<file path="src/rtl/core/intel_hex_record_parser_macros.svh">
// assertion macros shared by the hex record parser rtl
// expects clk_i and rst_ni in the scope of each use
`ifndef INTEL_HEX_RECORD_PARSER_MACROS_SVH
`define INTEL_HEX_RECORD_PARSER_MACROS_SVH

// same-cycle implication, checked out of reset
`define IHEX_ASSERT_IMPL(label, ante, cons) \
  label: assert property (@(posedge clk_i) disable iff (!rst_ni) (ante) |-> (cons)) \
    else $error("ihex assertion failed");

// next-cycle implication, checked out of reset
`define IHEX_ASSERT_NEXT(label, ante, cons) \
  label: assert property (@(posedge clk_i) disable iff (!rst_ni) (ante) |=> (cons)) \
    else $error("ihex assertion failed");

`endif

</file>
<file path="src/rtl/core/ihex_pkg.sv">
// types and constants of the hex record parser
// no dependencies
package ihex_pkg;

  typedef enum logic [2:0] {
    PH_WAIT = 3'b001,
    PH_REC  = 3'b010,
    PH_GAP  = 3'b100
  } phase_e;

  typedef enum logic [1:0] {
    KIND_DATA   = 2'd0,
    KIND_RECORD = 2'd1,
    KIND_ERROR  = 2'd2,
    KIND_END    = 2'd3
  } kind_e;

  typedef enum logic [1:0] {
    ERR_SYNTAX   = 2'd0,
    ERR_CHECKSUM = 2'd1,
    ERR_TYPE     = 2'd2
  } err_e;

  // record type field values that the parser knows
  typedef enum logic [7:0] {
    REC_DATA     = 8'h00,
    REC_EOF      = 8'h01,
    REC_EXT_ADDR = 8'h04
  } rec_type_e;

  typedef struct packed {
    phase_e      phase;
    logic [8:0]  digit_count;
    logic [3:0]  high_nibble;
    logic [7:0]  record_length;
    logic [15:0] low_address;
    logic [7:0]  record_type;
    logic [7:0]  checksum_sum;
    logic [31:0] upper_address;
    logic [15:0] pending_upper;
    logic [31:0] current_address;
    logic [31:0] previous_address;
    logic        halted;
  } state_t;

  typedef struct packed {
    kind_e       kind;
    logic [7:0]  data_byte;
    logic [31:0] byte_address;
    logic [31:0] fill_before;
    logic [7:0]  record_kind;
    err_e        error_code;
    logic        finished;
  } result_t;

  localparam state_t StateReset = '{phase: PH_WAIT, default: '0};
  localparam result_t ResultNone = '{kind: KIND_DATA, error_code: ERR_SYNTAX, default: '0};

endpackage

</file>
<file path="src/rtl/core/ihex_if.sv">
// valid/ready channels of the hex record parser: character in, result out
// no dependencies
interface ihex_in_if;
  logic       valid;
  logic       ready;
  logic [7:0] character;
  logic       last_char;

  modport source (output valid, character, last_char, input ready);
  modport sink (input valid, character, last_char, output ready);
endinterface

interface ihex_out_if;
  logic        valid;
  logic        ready;
  logic [1:0]  kind;
  logic [7:0]  data_byte;
  logic [31:0] byte_address;
  logic [31:0] fill_before;
  logic [7:0]  record_kind;
  logic [1:0]  error_code;
  logic        finished;

  modport source (output valid, kind, data_byte, byte_address, fill_before, record_kind,
                  error_code, finished, input ready);
  modport sink (input valid, kind, data_byte, byte_address, fill_before, record_kind,
                error_code, finished, output ready);
endinterface

</file>
<file path="src/rtl/core/ihex_out_buf.sv">
// two-word result buffer: output register plus skid register
// depends on ihex_pkg
module ihex_out_buf import ihex_pkg::*; (
  input  logic    clk_i,
  input  logic    rst_ni,
  input  logic    push_i,
  input  result_t push_data_i,
  output logic    can_take_o,
  output logic    out_valid_o,
  input  logic    out_ready_i,
  output result_t out_data_o
);

  logic    out_valid_q, out_valid_d;
  logic    skid_valid_q, skid_valid_d;
  result_t out_q, out_d;
  result_t skid_q, skid_d;
  logic    pop;

  assign pop        = out_valid_q && out_ready_i;
  assign can_take_o = !skid_valid_q;

  always_comb begin
    out_valid_d  = out_valid_q;
    skid_valid_d = skid_valid_q;
    out_d        = out_q;
    skid_d       = skid_q;
    if (out_valid_q && !pop) begin
      // output stalled, park a new word in the skid register
      if (push_i) begin
        skid_valid_d = 1'b1;
        skid_d       = push_data_i;
      end
    end else if (skid_valid_q) begin
      out_valid_d  = 1'b1;
      out_d        = skid_q;
      skid_valid_d = push_i;
      skid_d       = push_data_i;
    end else begin
      out_valid_d = push_i;
      out_d       = push_data_i;
    end
  end

  always_ff @(posedge clk_i or negedge rst_ni) begin
    if (!rst_ni) begin
      out_valid_q  <= 1'b0;
      skid_valid_q <= 1'b0;
    end else begin
      out_valid_q  <= out_valid_d;
      skid_valid_q <= skid_valid_d;
    end
  end

  always_ff @(posedge clk_i) begin
    out_q  <= out_d;
    skid_q <= skid_d;
  end

  assign out_valid_o = out_valid_q;
  assign out_data_o  = out_q;

endmodule

</file>
<file path="src/rtl/core/ihex_step.sv">
// next-state and result logic for one character of a hex file
// depends on ihex_pkg
module ihex_step import ihex_pkg::*; (
  input  state_t     state_i,
  input  logic [7:0] character_i,
  input  logic       last_char_i,
  output state_t     state_o,
  output logic       res_valid_o,
  output result_t    res_o
);

  localparam logic [7:0] ChColon = 8'h3A;

  state_t      st;
  result_t     res;
  logic        has_res;
  logic        hex_ok;
  logic [3:0]  hex_val;
  logic [7:0]  rec_byte;
  logic [7:0]  idx;
  logic [8:0]  rec_end;
  logic [31:0] diff;
  logic [31:0] fill;

  always_comb begin
    hex_ok  = 1'b1;
    hex_val = 4'd0;
    if (character_i >= 8'h30 && character_i <= 8'h39) begin
      hex_val = character_i[3:0];
    end else if ((character_i >= 8'h41 && character_i <= 8'h46) ||
                 (character_i >= 8'h61 && character_i <= 8'h66)) begin
      hex_val = character_i[3:0] + 4'd9;
    end else begin
      hex_ok = 1'b0;
    end
  end

  assign rec_byte = {state_i.high_nibble, hex_val};
  assign idx      = state_i.digit_count[8:1];
  assign rec_end  = {1'b0, state_i.record_length} + 9'd4;
  assign diff     = state_i.current_address - state_i.previous_address;
  assign fill     = (state_i.previous_address != '0 && diff[31:1] != '0) ? diff - 32'd1 : '0;

  always_comb begin
    st      = state_i;
    res     = ResultNone;
    has_res = 1'b0;
    if (!state_i.halted) begin
      unique case (state_i.phase)
        PH_WAIT, PH_GAP: begin
          if (character_i == ChColon) begin
            st.phase         = PH_REC;
            st.digit_count   = '0;
            st.high_nibble   = '0;
            st.record_length = '0;
            st.low_address   = '0;
            st.record_type   = '0;
            st.checksum_sum  = '0;
            st.pending_upper = '0;
          end else if (state_i.phase == PH_WAIT) begin
            res.kind       = KIND_ERROR;
            res.error_code = ERR_SYNTAX;
            has_res        = 1'b1;
            st.halted      = 1'b1;
          end
        end
        PH_REC: begin
          if (!hex_ok) begin
            res.kind       = KIND_ERROR;
            res.error_code = ERR_SYNTAX;
            has_res        = 1'b1;
            st.halted      = 1'b1;
          end else if (!state_i.digit_count[0]) begin
            st.high_nibble = hex_val;
            st.digit_count = state_i.digit_count + 9'd1;
          end else begin
            st.digit_count = state_i.digit_count + 9'd1;
            if ({1'b0, idx} < rec_end) begin
              st.checksum_sum = state_i.checksum_sum - rec_byte;
            end
            if (idx == 8'd0) begin
              st.record_length = rec_byte;
            end else if (idx == 8'd1) begin
              st.low_address = {rec_byte, 8'h00};
            end else if (idx == 8'd2) begin
              st.low_address = {state_i.low_address[15:8], rec_byte};
            end else if (idx == 8'd3) begin
              st.record_type = rec_byte;
              if (rec_byte == REC_DATA) begin
                st.current_address = state_i.upper_address + {16'h0000, state_i.low_address};
              end
            end else if ({1'b0, idx} < rec_end) begin
              if (state_i.record_type == REC_DATA) begin
                res.kind            = KIND_DATA;
                res.data_byte       = rec_byte;
                res.byte_address    = state_i.current_address;
                res.fill_before     = fill;
                has_res             = 1'b1;
                st.previous_address = state_i.current_address;
                st.current_address  = state_i.current_address + 32'd1;
              end else if (state_i.record_type == REC_EXT_ADDR) begin
                if (idx == 8'd4) begin
                  st.pending_upper = {rec_byte, 8'h00};
                end else if (idx == 8'd5) begin
                  st.pending_upper = {state_i.pending_upper[15:8], rec_byte};
                end
              end
            end else begin
              // checksum byte closes the record
              st.phase = PH_GAP;
              has_res  = 1'b1;
              if (state_i.checksum_sum != rec_byte) begin
                res.kind       = KIND_ERROR;
                res.error_code = ERR_CHECKSUM;
                st.halted      = 1'b1;
              end else if (state_i.record_type == REC_EXT_ADDR &&
                           state_i.record_length < 8'd2) begin
                res.kind       = KIND_ERROR;
                res.error_code = ERR_SYNTAX;
                st.halted      = 1'b1;
              end else if (state_i.record_type != REC_DATA && state_i.record_type != REC_EOF &&
                           state_i.record_type != REC_EXT_ADDR) begin
                res.kind       = KIND_ERROR;
                res.error_code = ERR_TYPE;
                st.halted      = 1'b1;
              end else begin
                if (state_i.record_type == REC_EXT_ADDR) begin
                  st.upper_address   = {state_i.pending_upper, 16'h0000};
                  st.current_address = {state_i.pending_upper, state_i.low_address};
                end
                res.kind        = KIND_RECORD;
                res.record_kind = state_i.record_type;
              end
            end
          end
        end
        default: begin
          st = state_i;
        end
      endcase

      if (last_char_i) begin
        // end of file inside a record replaces whatever this character gave
        if (!st.halted && st.phase != PH_GAP) begin
          res            = ResultNone;
          res.kind       = KIND_ERROR;
          res.error_code = ERR_SYNTAX;
          st.halted      = 1'b1;
        end else if (!has_res) begin
          res.kind = KIND_END;
        end
        res.finished = 1'b1;
        has_res      = 1'b1;
        if (!st.halted) begin
          st = StateReset;
        end
      end
    end
  end

  assign state_o     = st;
  assign res_valid_o = has_res;
  assign res_o       = res;

endmodule

</file>
<file path="src/rtl/core/intel_hex_record_parser.sv">
// Intel HEX record parser, one ASCII character per input word.
// in_i takes character and last_char; out_o gives at most one result word per
// character: a data byte with its 32-bit address and zero-fill count, an
// accepted record, an error, or the end of input.
// An accepted character updates the parser state in the same cycle; its result
// word goes to the output register, or to the skid register while out_o stalls.
// One character is taken every cycle while in_i.ready is high; each costs one
// nibble decode, an 8-bit checksum subtract and a 32-bit address add and subtract.
// After an error the parser halts: characters are still taken, but give no
// result until rst_ni; the receiver discards the whole file's output.
// After the last character of a good file the state returns to reset, so the
// next file may follow directly. Reset waits for the first colon.
// A stalled receiver: the output register holds its word and a skid register
// takes one more; in_i.ready falls only while both are full.
// Uses ihex_pkg, ihex_if, ihex_step, ihex_out_buf.
`include "intel_hex_record_parser_macros.svh"

module intel_hex_record_parser import ihex_pkg::*; (
  input  logic      clk_i,
  input  logic      rst_ni,
  ihex_in_if.sink   in_i,
  ihex_out_if.source out_o
);

  state_t  state_q, state_d;
  result_t res, out_data;
  logic    res_valid;
  logic    in_fire;
  logic    can_take;

  assign in_fire    = in_i.valid && in_i.ready;
  assign in_i.ready = can_take;

  ihex_step u_step (
    .state_i     (state_q),
    .character_i (in_i.character),
    .last_char_i (in_i.last_char),
    .state_o     (state_d),
    .res_valid_o (res_valid),
    .res_o       (res)
  );

  always_ff @(posedge clk_i or negedge rst_ni) begin
    if (!rst_ni) begin
      state_q <= StateReset;
    end else if (in_fire) begin
      state_q <= state_d;
    end
  end

  ihex_out_buf u_out_buf (
    .clk_i       (clk_i),
    .rst_ni      (rst_ni),
    .push_i      (in_fire && res_valid),
    .push_data_i (res),
    .can_take_o  (can_take),
    .out_valid_o (out_o.valid),
    .out_ready_i (out_o.ready),
    .out_data_o  (out_data)
  );

  assign out_o.kind         = out_data.kind;
  assign out_o.data_byte    = out_data.data_byte;
  assign out_o.byte_address = out_data.byte_address;
  assign out_o.fill_before  = out_data.fill_before;
  assign out_o.record_kind  = out_data.record_kind;
  assign out_o.error_code   = out_data.error_code;
  assign out_o.finished     = out_data.finished;

  // a halted parser stays silent and stays halted
  `IHEX_ASSERT_IMPL(a_halted_silent, state_q.halted, !res_valid)
  `IHEX_ASSERT_NEXT(a_halted_sticky, state_q.halted, state_q.halted)
  // every last character of a live file gives a finished word
  `IHEX_ASSERT_IMPL(a_last_has_result, in_fire && in_i.last_char && !state_q.halted,
                    res_valid && res.finished)
  // end of input is only reported for the last character
  `IHEX_ASSERT_IMPL(a_end_on_last, res_valid && res.kind == KIND_END, in_i.last_char)

endmodule

</file>
<file path="src/flat_wrapper.sv">
// flat-port wrapper written by rule: the top's interface ports become plain ports
module intel_hex_record_parser_flat import ihex_pkg::*;
  (clk_i, rst_ni, in_i_valid, in_i_character, in_i_last_char, in_i_ready, out_o_valid, out_o_kind, out_o_data_byte, out_o_byte_address, out_o_fill_before, out_o_record_kind, out_o_error_code, out_o_finished, out_o_ready);
  ihex_in_if in_i_i ();
  ihex_out_if out_o_i ();
  input  logic clk_i;
  input  logic rst_ni;
  input wire logic [$bits(in_i_i.valid)-1:0] in_i_valid;
  input wire logic [$bits(in_i_i.character)-1:0] in_i_character;
  input wire logic [$bits(in_i_i.last_char)-1:0] in_i_last_char;
  output wire logic [$bits(in_i_i.ready)-1:0] in_i_ready;
  output wire logic [$bits(out_o_i.valid)-1:0] out_o_valid;
  output wire logic [$bits(out_o_i.kind)-1:0] out_o_kind;
  output wire logic [$bits(out_o_i.data_byte)-1:0] out_o_data_byte;
  output wire logic [$bits(out_o_i.byte_address)-1:0] out_o_byte_address;
  output wire logic [$bits(out_o_i.fill_before)-1:0] out_o_fill_before;
  output wire logic [$bits(out_o_i.record_kind)-1:0] out_o_record_kind;
  output wire logic [$bits(out_o_i.error_code)-1:0] out_o_error_code;
  output wire logic [$bits(out_o_i.finished)-1:0] out_o_finished;
  input wire logic [$bits(out_o_i.ready)-1:0] out_o_ready;
  assign in_i_i.valid = in_i_valid;
  assign in_i_i.character = in_i_character;
  assign in_i_i.last_char = in_i_last_char;
  assign in_i_ready = in_i_i.ready;
  assign out_o_valid = out_o_i.valid;
  assign out_o_kind = out_o_i.kind;
  assign out_o_data_byte = out_o_i.data_byte;
  assign out_o_byte_address = out_o_i.byte_address;
  assign out_o_fill_before = out_o_i.fill_before;
  assign out_o_record_kind = out_o_i.record_kind;
  assign out_o_error_code = out_o_i.error_code;
  assign out_o_finished = out_o_i.finished;
  assign out_o_i.ready = out_o_ready;
  intel_hex_record_parser u_core (.clk_i(clk_i), .rst_ni(rst_ni), .in_i(in_i_i), .out_o(out_o_i));
endmodule
</file>
<file path="config.mk">
export PLATFORM = sky130hd
export DESIGN_NAME = intel_hex_record_parser_flat
export DESIGN_NICKNAME = d
export VERILOG_FILES = /design/src/rtl/core/ihex_pkg.sv /design/src/rtl/core/ihex_if.sv /design/src/rtl/core/ihex_out_buf.sv /design/src/rtl/core/ihex_step.sv /design/src/rtl/core/intel_hex_record_parser.sv /design/src/flat_wrapper.sv
export VERILOG_INCLUDE_DIRS = /design/src /design/src/rtl/core
export SDC_FILE = /design/constraint.sdc
export NUM_CORES = 1
export LEC_CHECK = 0
export BUFFER_PORTS_ARGS = -buffer_cell sky130_fd_sc_hd__buf_2
export CAP_MARGIN = 30
export CORE_AREA = 2 2 260 262
export CTS_BUF_LIST = sky130_fd_sc_hd__clkbuf_8 sky130_fd_sc_hd__clkbuf_16
export DETAILED_ROUTE_END_ITERATION = 7
export DIE_AREA = 0 0 262 264
export PLACE_DENSITY_LB_ADDON = 0.3
export REMOVE_ABC_BUFFERS = 1
export SLEW_MARGIN = 20
export SYNTH_ARGS = -nofsm -noshare
export SYNTH_HDL_FRONTEND = slang
export SYNTH_SLANG_ARGS = --single-unit
export TNS_END_PERCENT = 5
</file>
<file path="constraint.sdc">
create_clock -name clk_i -period 8.1 [get_ports clk_i]
set_clock_uncertainty 0.15 [all_clocks]
set_input_delay 0.81 -clock clk_i [delete_from_list [all_inputs] [get_ports clk_i]]
set_output_delay 0.81 -clock clk_i [all_outputs]
set_load 0.02 [all_outputs]
</file>
# Yosys cells after proc, flatten, opt, wreduce, memory -nomap -nowiden
# Cells that the tools add are included.
[totals] register_bits=341 latch_bits=0 ram_bits=0 mem_bits_ro=0 input_bits=13 out_inout_bits=87 elab_cells=223 memories=0
[op_classes] add_sub_neg=8 multipliers=0 div_mod_pow=0 order_cmp=8 n_eq_ne=15 shifts=0 mux=137 bitwise=1 reduce_logical=26
[op_table] cell="$mux W64" count=11
[op_table] cell="$mux W74" count=9
[op_table] cell="$mux W85" count=6
[op_table] cell="$mux W32" count=15
[op_table] cell="$mux W84" count=5
[op_table] cell="$mux W113" count=3
[op_table] cell="$mux W169" count=2
[op_table] cell="$mux W168" count=1
[op_table] cell="$mux W80" count=2
[op_table] cell="$mux W153" count=1
[op_table] cell="$mux W72" count=2
[op_table] cell="$mux W56" count=2
[op_table] cell="$pmux W56 S2" count=1
[op_table] cell="$mux W16" count=6
[op_table] cell="$mux W83" count=1
[op_table] cell="$mux W8" count=10
[op_table] cell="$mux W48" count=1
[op_table] cell="$mux W33" count=1
[op_table] cell="$add A32 B1 Y32 const B" count=1
[op_table] cell="$add A32 B16 Y32" count=1
[op_table] cell="$pmux W16 S2" count=1
[op_table] cell="$reduce_bool A32 Y1" count=1
[op_table] cell="$sub A32 B1 Y32 const B" count=1
[op_table] cell="$sub A32 B32 Y32" count=1
[op_table] cell="other kinds (40)" count=110

# Depth between registers and ports, before layout
# Gate-level depths: netlist (run 1).
[depth] depth_word=29 mapped_depth=20 depth_no_buf=20

# Hierarchy
# Synthesis (run 1) repeated with hierarchy kept, for this count alone.
[hier_totals] hier_cells=2177 hier_area_um2=22700.5
[by_module_without_submodules] module="ihex_step" instances=1 cells_per_inst=1546 area_each_um2=9758.1 seq_area_each_um2=0.0
[by_module_without_submodules] module="intel_hex_record_parser" instances=1 cells_per_inst=358 area_each_um2=6692.7 seq_area_each_um2=4230.3
[by_module_without_submodules] module="ihex_out_buf" instances=1 cells_per_inst=273 area_each_um2=6249.7 seq_area_each_um2=5154.9

# Least setup slack after synthesis (run 1)
# No wires, ideal clock.
[synth_timing] path_kind="input to register" from="input port out_o_ready" to="register u_core.u_out_buf.skid_q[0] (netlist name), enable pin" setup_ns=0.407 t_arrival_ns=4.460 required_time_ns=7.543 slack_ns=3.083 path_stages=2 n_path_buf=0 path_cell_list="nand2b_1 -> mux2_2"
[synth_between] elab_chain_len=5 word_cells_on_any_way=6 classes_between="eq/ne: 1; reduce/logical: 5"
[synth_lines] element="start, declared" line_no="flat_wrapper.sv:20" source="input wire logic [$bits(out_o_i.ready)-1:0] out_o_ready;"
[synth_lines] element="$logic_and A1 B1 Y1 (*)" line_no="ihex_out_buf.sv:20" source="assign pop = out_valid_q && out_ready_i;"
[synth_lines] element="$logic_not A1 Y1 (*)" line_no="ihex_out_buf.sv:28" source="if (out_valid_q && !pop) begin"
[synth_lines] element="$logic_and A1 B1 Y1 (*)" line_no="ihex_out_buf.sv:28"
[synth_lines] element="$ne A2 B2 Y1 (no source line) / $reduce_bool A2 Y1 (equally long branches)"
[synth_lines] element="$reduce_and A2 Y1 (no source line) (*)"
[synth_lines] element="end signal, assigned" line_no="ihex_out_buf.sv:57" source="skid_q <= skid_d;"
[synth_lines] element="end, declared" line_no="ihex_out_buf.sv:17" source="result_t skid_q, skid_d;"
# Mark *: on every way between the ends. The rest lies on a longest branch, timed or not.
# A chain may end at the register's enable or synchronous reset.

# Final worst setup path (run 1)
[layout_timing] from="input port in_i_character[1]" to="register u_core.u_out_buf.out_q, in the netlist u_core.u_out_buf.out_data_o[14] (data pin)"
[layout_between] elab_chain_len=22 word_cells_on_any_way=41 classes_between="add/sub: 1; order compare: 6; eq/ne: 3; mux: 25; reduce/logical: 6"
[layout_lines] element="start, declared" line_no="flat_wrapper.sv:9" source="input wire logic [$bits(in_i_i.character)-1:0] in_i_character;"
[layout_lines] element="$ge A8 B7 Y1, or another cell as far along" line_no="ihex_step.sv:30" source="end else if ((character_i >= 8'h41 && character_i <= 8'h46) ||"
[layout_lines] element="$logic_and A1 B1 Y1, on equally long branches" line_no="ihex_step.sv:30, ihex_step.sv:31"
[layout_lines] element="$logic_or A1 B1 Y1" line_no="ihex_step.sv:30"
[layout_lines] element="$mux W4" line_no="ihex_step.sv:30"
[layout_lines] element="$mux W4" line_no="ihex_step.sv:28" source="if (character_i >= 8'h30 && character_i <= 8'h39) begin"
[layout_lines] element="$ne A8 B8 Y1" line_no="ihex_step.sv:112" source="if (state_i.checksum_sum != rec_byte) begin"
[layout_lines] element="$mux W1" line_no="ihex_step.sv:112"
[layout_lines] element="$mux W1" line_no="ihex_step.sv:92" source="end else if ({1'b0, idx} < rec_end) begin"
[layout_lines] element="[6 not listed]"
[layout_lines] element="$pmux W1 S2" line_no="ihex_step.sv:49" source="unique case (state_i.phase)"
[layout_lines] element="$mux W1" line_no="ihex_step.sv:48" source="if (!state_i.halted) begin"
[layout_lines] element="$logic_not A1 Y1" line_no="ihex_step.sv:144" source="if (!st.halted && st.phase != PH_GAP) begin"
[layout_lines] element="$logic_and A1 B1 Y1" line_no="ihex_step.sv:144"
[layout_lines] element="$mux W83" line_no="ihex_step.sv:144"
[layout_lines] element="$mux W85 (*)" line_no="ihex_step.sv:142" source="if (last_char_i) begin"
[layout_lines] element="$mux W85 (*)" line_no="ihex_step.sv:48"
[layout_lines] element="$mux W85 (*)" line_no="ihex_out_buf.sv:34" source="end else if (skid_valid_q) begin"
[layout_lines] element="end signal, assigned" line_no="ihex_out_buf.sv:56" source="out_q <= out_d;"
[layout_lines] element="end, declared" line_no="ihex_out_buf.sv:16" source="result_t out_q, out_d;"
# Mark *: on every way between the ends. The rest lies on a longest branch, timed or not. The select of a mux whose other input is x is not followed.

==> flow_summary.toml, run 1 <==
[power]
ir_drop_mv = 0.1339
p_leak_nw = 9.535
p_total_mw = 3.601
power_density_mw_per_mm2 = 160.0

[clock_network]
cts.htree.levels = 2
post_cts_buffers = 0
cts.path.max_buffers = 3
path_clk_slew_ns = 0.06
cts_tree = "built"
cts_root_buf = "clkbuf_16"
cts_buffers = 39
clk_latency_ns = 0.57
cts_sinks = 341
cts_hold_buf = 0
cts_resized = 0

[routing]
drtAntennaViolNets = 0
vias = 15820
firstDrtPassIters = 5
drt_iter0_markers = 1243
drcViolationCount = 0
wl_um = 57930
wl_per_cell_um = 19.49
via_per_inst = 5.323

[outcome]
run_status = "finished, final reports clean"

[cells_and_area]
fill_cells = 6777
final_cells = 2972
utilization_pct = 33.81
area_growth_pct = 14.03
drive_gt1_share_pct = 14.58
antenna_cells = 0
final_common_cell = "nand2_1"
fin_nets = 2158
layout_common_cells = "203 x nand2_1, 179 x nor2_1, 170 x edfxtp_1, 169 x dfrtp_1, 121 x o21ai_0"

[setup_path]
cp_num_cells = 21
path_cells = "buf_2 -> inv_1 -> ha_1 -> or3b_1 -> a31oi_1 -> a311oi_2 -> buf_4 -> and2_0 -> ha_1 -> nand4_1 -> nor3_1 -> o21a_1 -> nor3_1 -> a31oi_1 -> a41oi_2 -> buf_4 -> nand2_1 -> nor2_1 -> o41ai_4 -> buf_4 -> o31ai_1"
crit_type = "in -> reg"
reg2reg_depth = 12
max_stage_delay_ns = 0.66
worstPathRequired_ns = 8.23
crit_top_cell = "buf_4"
crit_arrival_ns = 5.66
path_buf_inv = 5
startpoint_type = "input port"
endpoint_kind = "register"
cp_top_family = "simple AND/OR/NAND/NOR gates"
worstPathMaxFanout = 63
critPathSlowestCell = "buf_4"

[placed_design]
gp_congestion = 0.9210
io_buffers = 99
dp_hpwl_um = 42090
dp.cells = 2897

[floorplan]
num_rows = 95
die_h_um = 264
start_util_pct = 29.65
die-area_mm2 = 0.06917
core-area_mm2 = 0.06656
io-pin-count = 100
die_w_um = 262

[synthesis]
synth_area_mm2 = 0.01974
synth-seq-area-share_pct = 47.55
ys.warnings.count = 0
syn_avg_cell_area_um2 = 9.944
yosysUniqueCellTypes = 97
netlist.area_leader.share_pct = 25.86
async_flop_share_pct = 50.15
synth_fa_ha_area_share_pct = 4.868
synthMuxAreaShare_pct = 2.434
synth_compound_area_share_pct = 20.46
synth_top_family_by_area = "compound AO/OA/AOI/OAI gates"
synth_flop_cell = "edfxtp_1"
synth_seq_cells = 341
synth_xor_area_share_pct = 4.260
ys_top_cells_by_area = "edfxtp_1 26%, dfrtp_1 22%, ha_1 4.6%"
synth-simple-area-share_pct = 16.83
yosysTopAreaCell = "edfxtp_1"
synth_edf_count = 170
syn_inst = 1985

[timing]
fmax_mhz = 180.7
finalSetupViolCount = 0
setup_tns_ns = 0
rsz0062_at_grt = "false"
maxSlewHeadroom_pct = 26.74
tightestPinTransition_ns = 1.085
min_period_over_period_pct = 68.32
slew_viol_final = 0
final_hold_viol_count = 0
period_minus_slack_ns = 5.534
hold_slack_ns = 0.3345

[global_routing]
grt_max_degree = 94
grt_pass1_wl_um = 90280
gr-total-overflow = 0
track_usage_pct = 16.62
antenna_found_initial = 1
grt_pass1_vias = 15480

[hold_path]
hp-class = "reg -> reg"
holdPathStages = 2

[run]
drv_cap = 0
==> tightest hold or removal path, cell delays in order (launching register included) <==
cell     delay, ns
dfrtp_1       0.34
nand2_1       0.05
o21ai_0       0.06
==> sequential cells by signal, summed over array words and instances (netlist names) <==
register                       cells
u_core.u_out_buf.out_data_o       85
u_core.u_out_buf.skid_valid_q      1
u_core.u_out_buf.out_valid_o       1
u_core.state_q                   169
u_core.u_out_buf.skid_q           85
==> synth_stat cells (32+ instances only) <==
cell type  number
and2_1         39
o21ai_0       121
nand2_1       203
ha_1           72
nor2_1        179
edfxtp_1      170
mux2_2         38
dfrtp_1       170
nand3_1        47
a21oi_1       106
nor3_1         50
a22o_1         65
xor2_1         32
and3_1         54
clkbuf_1       78
inv_1          80
xnor2_1        64
==> per-stage QoR <==
step / area (um^2) / worst slack [ns]
after floorplan: 19350 / 1.876
after global placement: 21170 / 2.264
after detailed placement: 21230 / 2.053
after CTS: 22460 / 2.647
after global routing: 22510 / 2.265
final: 22510 / 2.566
==> power breakdown <==
part | total [mW] | switching, mW | internal (mW)
sequential | 1.81 | 0.00153 | 1.81
combinational | 0.0942 | 0.0634 | 0.0308
clock | 1.70 | 0.715 | 0.982
==> worst paths after layout <==
path	to	start	slack, ns
max in group asynchronous	u_core.state_q[1]$_DFFE_PN0P_	rst_ni	6.21
worst min register to register	u_core.state_q[119]$_DFFE_PN0P_	u_core.state_q[119]$_DFFE_PN0P_	0.33
worst max register to register	u_core.u_out_buf.skid_q[33]$_DFFE_PP_	u_core.state_q[147]$_DFFE_PN0P_	3.00
worst min-delay path	u_core.state_q[119]$_DFFE_PN0P_	u_core.state_q[119]$_DFFE_PN0P_	0.33
worst max-delay path	u_core.u_out_buf.out_data_o[14]$_DFFE_PN_	in_i_character[1]	2.57
min in group asynchronous	u_core.state_q[116]$_DFFE_PN0P_	rst_ni	0.56
==> cells by family (layout without fill, tap and decap cells) <==
kind of cell | after synthesis | count (layout)
simple gates | 687 | 687
compound gates | 570 | 570
flops | 341 | 341
buf+inv | 173 | 282
xor+xnor | 96 | 96
fa+ha+maj | 75 | 75
mux | 42 | 42
other cells | 1 | 6
==> layer usage <==
| metal | global-route usage [%] | wire length, um | vias up |
|---|---|---|---|
| met1 | 22.53 | 25980 | 7655 |
| met4 | 6.627 | 2289 | 0 |
| li1 | - | - | 7516 |
| met2 | 26.58 | 26420 | 521 |
| met5 | 0 | 0 | - |
| met3 | 2.428 | 3240 | 129 |
==> layout make-up <==
class                           count  area, um^2  share of cell area (%)
Inverter                           80       300.3                   1.334
Timing Repair Buffer              132       789.5                   3.508
Clock inverter                     25       146.4                  0.6504
Sequential cell                   341        9389                   41.71
Multi-Input combinational cell   1476        9709                   43.14
Clock buffer                       45        1081                   4.803
Tap cell                          873        1092                   4.853
No activity file was read; power rests on OpenSTA's default activity.
==> run 2, diff against run 1 <==
==> constraint.sdc (replaced) <==
create_clock -name clk_i -period 4.6 [get_ports clk_i]
set_clock_uncertainty 0.15 [all_clocks]
set_input_delay 0.46 -clock clk_i [delete_from_list [all_inputs] [get_ports clk_i]]
set_output_delay 0.46 -clock clk_i [all_outputs]
set_load 0.02 [all_outputs]
==> run 2 against run 1 <==
  * Combinational power up 110%
  * Routed wire length up 6.9%
  * Global-route usage up 1.0 points
  * Flip-flop and latch count unchanged
  * Cell count up 4.0%
  * Register-to-register slack worse by 2.8 ns
  * Worst setup slack worse by 2.4 ns
  * Design area up 4.9%
  * Die area unchanged
  * Clock power up 86%
  * Highest routed layer is now met5
==> flow_summary.toml, run 2 (synthesized netlist as in run 1, its figures left out) <==
[cells_and_area]
multi_input_comb_area_mm2 = 0.009754
antenna_cells = 0
drive_gt1_share_pct = 19.75
top_register = "u_core.state_q"
fill_cells = 6719
fin_nets = 2277
seqCellArea_mm2 = 0.009389
layout_common_cells = "203 x nand2_1, 179 x nor2_1, 170 x edfxtp_1, 169 x dfrtp_1, 141 x buf_4"
fin_area_mm2 = 0.02362
largest_reg_flops = 169
final_common_cell = "nand2_1"
area_growth_pct = 19.67

[timing]
fmax_mhz = 226.8
tightestPinTransition_ns = 0.8193
slew_viol_final = 0
period_minus_slack_ns = 4.408
maxSlewHeadroom_pct = 45.14
min_period_over_period_pct = 95.83
final.setup.worst_slack_ns = 0.1917
finalSetupViolCount = 0
final_hold_viol_count = 0

[setup_path]
path_buf_inv = 5
worstPathRequired_ns = 4.78
cp_top_family = "compound AO/OA/AOI/OAI gates"
worstPathMaxFanout = 22
endpoint_kind = "register"
path_cells = "inv_1 -> ha_1 -> inv_1 -> fa_2 -> a211oi_4 -> o21ai_2 -> a21oi_2 -> a21boi_2 -> a31oi_4 -> o21ai_1 -> xnor2_1 -> o2111ai_2 -> or3_4 -> o41ai_4 -> buf_4 -> clkbuf_16 -> buf_4 -> nor2_1"
max_stage_delay_ns = 0.39
crit_arrival_ns = 4.59
critPathSlowestCell = "or3_4"
startpoint_type = "register"
crit_type = "reg -> reg"

[run]
drv_cap = 0

[routing]
wl_um = 61960
wl_per_cell_um = 20.04
drcViolationCount = 0
vias = 16260
firstDrtPassIters = 7
via_per_inst = 5.261
drt_iter0_markers = 1470
drtAntennaViolNets = 0

[floorplan]
start_util_pct = 29.65
num_rows = 95
die_h_um = 264
io-pin-count = 100
die-area_mm2 = 0.06917
die_w_um = 262
core-area_mm2 = 0.06656

[placed_design]
pre_cts_ws_ns = -0.1108
dp_hpwl_um = 46430
postPlaceCellArea_mm2 = 0.02211
io_buffers = 99
gp_congestion = 0.9215

[global_routing]
gr-total-overflow = 0
grt_max_degree = 91
antenna_found_initial = 2
grt_pass1_wl_um = 94770
grt_pass1_vias = 16110
track_usage_pct = 17.62

[power]
power_density_mw_per_mm2 = 277.1
ir_drop_mv = 0.2093
p_leak_nw = 10.19
p_total_mw = 6.545

[clock_network]
path_clk_slew_ns = 0.07
cts.htree.levels = 2
clk_latency_ns = 0.58
cts_buffers = 39
cts_sinks = 341
cts.path.max_buffers = 3
cts_tree = "built"
cts_root_buf = "clkbuf_16"

[outcome]
run_status = "finished, final reports clean"

[hold_path]
hp-class = "in -> reg"
## run 2: changes by cell type in the layout (fill, tap and decap cells not counted), moves of 2 or more
cell,delta
inv_6,+3
buf_2,-3
a211oi_1,-2
bufinv_16,+3
clkinv_2,+3
clkinvlp_4,-2
buf_4,+116
inv_1,-6
buf_12,+6
## run 2: report_power, final
group          switching [mW]  total (mW)  internal, mW
clock                    1.30        3.16          1.87
sequential            0.00247        3.19          3.18
combinational           0.121       0.195        0.0739
total                    1.42        6.54          5.12
## run 2: routing by layer
metal	GRT usage (%)	vias up	wire (um)
li1	-	7757	-
met1	23.36	7897	27260
met2	28.79	493	28980
met3	2.907	112	3480
met4	6.505	4	2206
met5	0	-	27
## run 2: worst paths after layout
path,from,endpoint,slack (ns),cells after the start
worst max-delay path,u_core.state_q[33]$_DFFE_PN0P_,u_core.u_out_buf.skid_q[29]$_DFFE_PP_,0.19,18
worst min-delay path,in_i_valid,u_core.state_q[0]$_DFFE_PN0P_,0.05,2
worst max register to register,u_core.state_q[33]$_DFFE_PN0P_,u_core.u_out_buf.skid_q[29]$_DFFE_PP_,0.19,18
worst min register to register,u_core.state_q[113]$_DFFE_PN0P_,u_core.state_q[113]$_DFFE_PN0P_,0.32,2
max in group asynchronous,rst_ni,u_core.state_q[45]$_DFFE_PN0P_,3.11,3
min in group asynchronous,rst_ni,u_core.state_q[66]$_DFFE_PN0P_,0.23,2
## run 2: cell type report
type                            instances  area share (%)
Clock buffer                           43           4.412
Clock inverter                         27           1.107
Inverter                               80           1.271
Multi-Input combinational cell       1476           41.29
Sequential cell                       341           39.75
Tap cell                              873           4.624
Timing Repair Buffer                  251           7.543
## run 2: metrics by stage
stage | hold WS [ns] | setup TNS, ns | util, % | instances
after global placement | 0.3171 | 0 | 33.20 | 3006
after global routing | 0.04021 | -0.1811 | 35.49 | 3091
final | 0.04966 | 0 | 35.49 | 3091
after floorplan | 0.01441 | -245.47 | - | 1897
after detailed placement | 0.3209 | -1.508 | 33.22 | 3007
after CTS | 0.02281 | 0 | 35.19 | 3078
## run 2: repair_timing
| action | 4_1_cts | 5_1_grt |
|---|---|---|
| setup buffers | 0 | 10 |
| setup endpoints to repair | 0 | 64 |
| endpoints found under the hold margin | 87 | 0 |
| hold buffers | 1 | 0 |
| gates resized for setup | 0 | 10 |
